==> config.mk <==
export PLATFORM = sky130hd
export DESIGN_NAME = rau_mul
export DESIGN_NICKNAME = d
export VERILOG_FILES = /design/src/design/assert_macros.svh /design/src/design/rau_pkg.sv /design/src/design/rau_mul.sv
export SDC_FILE = /design/constraint.sdc
export NUM_CORES = 2
export LEC_CHECK = 0
export ABC_AREA = 1
export BUFFER_PORTS_ARGS = -buffer_cell sky130_fd_sc_hd__buf_2
export CAP_MARGIN = 20
export CORE_MARGIN = 3
export CORE_UTILIZATION = 56
export DETAILED_ROUTE_END_ITERATION = 10
export HOLD_SLACK_MARGIN = 0.02
export PLACE_DENSITY = 0.76
export SLEW_MARGIN = 20
export SYNTH_ARGS = -nofsm -noshare
export SYNTH_HDL_FRONTEND = slang
export SYNTH_SLANG_ARGS = --single-unit
==> constraint.sdc <==
create_clock -name clk_i -period 14 [get_ports clk_i]
set_input_delay 0.7 -clock clk_i [delete_from_list [all_inputs] [get_ports clk_i]]
set_output_delay 0.7 -clock clk_i [all_outputs]
set_load 0.01 [all_outputs]
==> src/design/assert_macros.svh <==
// Assertion macros shared by the rational arithmetic unit.
// No dependencies.
`ifndef ASSERT_MACROS_SVH
`define ASSERT_MACROS_SVH
`define ASSERT_CLK(lbl, clk, rstn, prop) \
  lbl: assert property (@(posedge clk) disable iff (!rstn) prop) else $error("lbl failed");
`define ASSERT_IMPL(lbl, clk, rstn, a, c) \
  lbl: assert property (@(posedge clk) disable iff (!rstn) (a) |-> (c)) else $error("lbl failed");
`endif

==> src/design/rau_pkg.sv <==
// Types and constants for the rational arithmetic unit.
// No dependencies.
package rau_pkg;
  localparam int unsigned OperandWidth = 32;
  localparam int unsigned MagWidth = 64;

  typedef enum logic [2:0] {
    OP_ADD = 3'd0, OP_SUB = 3'd1, OP_MUL = 3'd2, OP_DIV = 3'd3, OP_NORM = 3'd4
  } op_e;

  typedef enum logic [1:0] {
    ST_OK = 2'd0, ST_ZERO_DEN = 2'd1, ST_DIV_ZERO = 2'd2
  } status_e;

  typedef struct packed {
    logic [2:0] req_type;
    logic signed [31:0] a_num;
    logic signed [31:0] a_den;
    logic signed [31:0] b_num;
    logic signed [31:0] b_den;
  } req_t;

  typedef struct packed {
    logic signed [63:0] res_num;
    logic [62:0] res_den;
    logic [1:0] status;
  } rsp_t;
endpackage

==> src/design/rau_mul.sv <==
// Shared 32x32 magnitude multiplier with registered product.
// Depends on rau_pkg.
module rau_mul import rau_pkg::*; (
  input  logic        clk_i,
  input  logic [31:0] x_i,
  input  logic [31:0] y_i,
  output logic [63:0] p_o
);
  logic [63:0] p_q;
  always_ff @(posedge clk_i) begin
    p_q <= {32'd0, x_i} * {32'd0, y_i};
  end
  assign p_o = p_q;
endmodule

Word-level counts from Yosys, hierarchy flattened
Cells that the tools add are included.
Widths: inputs -> output; s select.
{"block": "word_totals", "reg_bits": 64, "out_inout_bits": 64, "word_cells": 2}
{"block": "op_classes", "mul": 1}
{"operator": "$mul 32x32->64", "count": 1}

Depth between registers and ports, before layout
{"block": "depth", "depth_word": 1, "ltp_mapped": 30}

Worst setup path after synthesis
OpenSTA, ideal clock, no wires.
{"block": "synth_timing", "path_kind": "input-to-reg", "from": "in x_i[25]", "to": "reg p_q[60], in the netlist p_o[60]", "setup_ns": 0.112, "arrival_ns": 6.402, "required_time_ns": 13.888, "setup_slack_ns": 7.486, "stages": 26, "path_buffers": 1, "cell_sequence": "clkbuf_1 -> nand2_1 -> fa_1 -> inv_1 -> fa_1 -> inv_1 -> fa_1 -> inv_1 -> fa_1 -> fa_1 -> fa_1 -> fa_1 -> inv_1 -> fa_1 -> inv_1 -> ha_1 -> nand2_1 -> nand2_1 -> a21oi_1 -> nand2_1 -> nand2_1 -> nand2_1 -> a21oi_1 -> nand2_1 -> nand2_1 -> nand2_1"}
{"block": "synth_via", "elab_chain_cells": 1}
{"item": "start, declared", "line_no": "rau_mul.sv:5", "rtl": "input logic [31:0] x_i,"}
{"item": "$mul 32x32->64", "line_no": "rau_mul.sv:11", "rtl": "p_q <= {32'd0, x_i} * {32'd0, y_i};"}
{"item": "end signal, assigned", "line_no": "rau_mul.sv:11"}
{"item": "end, declared", "line_no": "rau_mul.sv:9", "rtl": "logic [63:0] p_q;"}
Every way passes these cells.

Worst setup path after layout
{"block": "layout_timing", "from": "in x_i[7]", "to": "reg p_q[32], in the netlist p_o[32]"}
Same word-level chain as after synthesis.

==> out/qor.csv <==
metric,value,unit
"antenna viol nets, final",0,
HPWL after DPL,80.6,mm
hold wc startpoint,y_i[0],
Worst Setup End Kind,register,
area delta synth->final,3.71,%
post-synth cell types,23,
GPL Wtd Cong,0.997,
maxcap violations,0,
RSZ-0062 raised after global routing,false,
post-route clock period utilization,0.530,
final worst path period need,7.42,ns
CP required,14.19,ns
Yosys warning count,0,
count of final setup violators,0,
FMAX,0.135,GHz
critical path class,in -> reg,
"Net count, final",6197,
initial antenna violation count,4,
worst hold endpoint,p_o[0],
FILL cells,6020,
CTS tree,done,
post-CTS setup buffer count,0,
"Reg clk slew, reported paths",0.06,ns
final hold violation count,0,
Area contributors post-synth,"fa_1, inv_1, nand2_1",
# IOs,129,
pin count of the biggest net entering global routing,33,
Synth area leader,fa_1,
DIE AREA,69900,um2
H-Tree Depth,3,
max FFs per register,64,
synth cell count leaders,"inv_1, nand2_1, fa_1",
CP max FO,32,
first-pass iteration count of the detailed router,5,
Final Max Tran Viols,0,
Critical Path Start Type,input port,
gr ovfl total,0,
CTS resizes,0,
initial core utilization,0.567,
maximum clock path buffer count,2,
core area,66000,um2
Most used DFF post-synth,dfxtp_1,
Hold WC Path Type,in -> reg,
number of global-route vias before repair,31400,
WHS Path Cells,3,
"Net Count, Synth",6247,
status,completed,
relative slew slack,0.414,
Starting DRT DRC Count,2218,
number of port buffers,128,
die height,264,um
Routed WL,96.1,mm
synthesized cell area,37400,um2
syn avg cell area,7.45,um2
DRC,0,
share of flip-flops with an asynchronous set or reset,0,
share of cells above drive strength 1,0.0424,
Post-synth EDFFs,0,
routed len/inst,16.4,um
crit path DAT,7.60,ns
most frequent cell after synthesis,inv_1,
first-pass GRT wire length,162,mm
Total GRT Usage,0.289,
post-synthesis cell count,5023,
die extent in x,264,um
Vias,29600,
Yosys top cell area share,0.480,
sequential area share after synthesis,0.0343,
clock root buffer,clkbuf_16,
FP Rows,94,
Tightest Pin Transition,0.880,ns
TritonCTS sink count,64,
CTS Buf Count,9,
via density per instance,5.07,
Yosys reg bits,64,
Setup Total Neg Slack,0,ns
# hold bufs at CTS,0,
-- layout make-up --
| type | instances | area [um2] | share of cell area |
|---|---|---|---|
| Sequential cell | 64 | 1280 | 0.0330 |
| Timing Repair Buffer | 131 | 663 | 0.0171 |
| Clock inverter | 7 | 125 | 0.00323 |
| Inverter | 1735 | 6510 | 0.168 |
| Multi-Input combinational cell | 3032 | 28900 | 0.745 |
| Antenna cell | 5 | 12.5 | 0.000323 |
| Tap cell | 864 | 1080 | 0.0279 |
| Clock buffer | 9 | 225 | 0.00581 |
-- stage by stage --
| step | setup slack, ns | hold slack [ns] | utilization | cells | instance area, um2 |
|---|---|---|---|---|---|
| floorplan | 7.49 | 0.798 | - | 5023 | 37400 |
| global placement | 6.32 | 1.10 | 0.582 | 5826 | 38400 |
| detailed placement | 6.25 | 1.10 | 0.582 | 5826 | 38400 |
| CTS | 6.58 | 0.925 | 0.588 | 5842 | 38800 |
| global route | 6.33 | 0.980 | 0.588 | 5844 | 38800 |
| finish | 6.58 | 0.925 | 0.588 | 5847 | 38800 |
-- per-layer routing --
layer / GRT usage / part of all wire / vias up
li1: - / - / 13500
met1: 0.378 / 0.40 / 14700
met2: 0.505 / 0.50 / 1160
met3: 0.0280 / 0.064 / 254
met4: 0.104 / 0.039 / 2
met5: 0 / 0.000094 / -
-- worst max-delay path: stages --
cell and delay, ns:
buf_2 0.64, nand2_1 0.19, fa_1 0.59, inv_1 0.06, fa_1 0.49, inv_1 0.05, fa_1 0.52, inv_1 0.06
fa_1 0.47, fa_1 0.52, fa_1 0.43, fa_1 0.57, fa_1 0.44, ha_1 0.47, nand2_1 0.19, nor2_1 0.19
inv_2 0.08, nor2_4 0.12, inv_2 0.06, o21bai_2 0.15, inv_1 0.06, nand2_1 0.12, xor2_1 0.41
-- cells in the final DEF (no fill, tap or decap), types with 12 or more instances in the layout --
master   count
inv_2       12
ha_1       263
nand2_2     15
nand3_1     56
buf_2      128
nor2_2      14
a21oi_1     43
nand2_1   1566
nor2_1      81
fa_1       896
inv_1     1723
xor2_1      33
nand4_1     16
dfxtp_1     64
-- how the worst max path moves through the flow --
stage | from | end | slack, ns | depth (start not counted)
after floorplan | x_i[25] | p_o[60] | 7.49 | 26
after global routing | x_i[24] | p_o[32] | 6.33 | 23
after global placement | x_i[7] | p_o[32] | 6.32 | 23
final | x_i[7] | p_o[32] | 6.58 | 23
after CTS | x_i[7] | p_o[32] | 6.58 | 23
after detailed placement | x_i[7] | p_o[32] | 6.25 | 23
-- cell families (layout without fill, tap and decap cells) --
logic type,count (synthesis),count (layout),synth area share
buffers and inverters,1927,1882,0.193
and+or+nand+nor,1781,1781,0.188
adders and majority gates,1159,1159,0.568
DFF,64,64,0.0343
AOI/OAI and AO/OA,57,57,0.00853
xor gates and xnor gates,35,35,0.00820
other,0,5,0
Power is not shown: default switching activity piles up to over one toggle a cycle in this logic, so the estimate is an artifact.
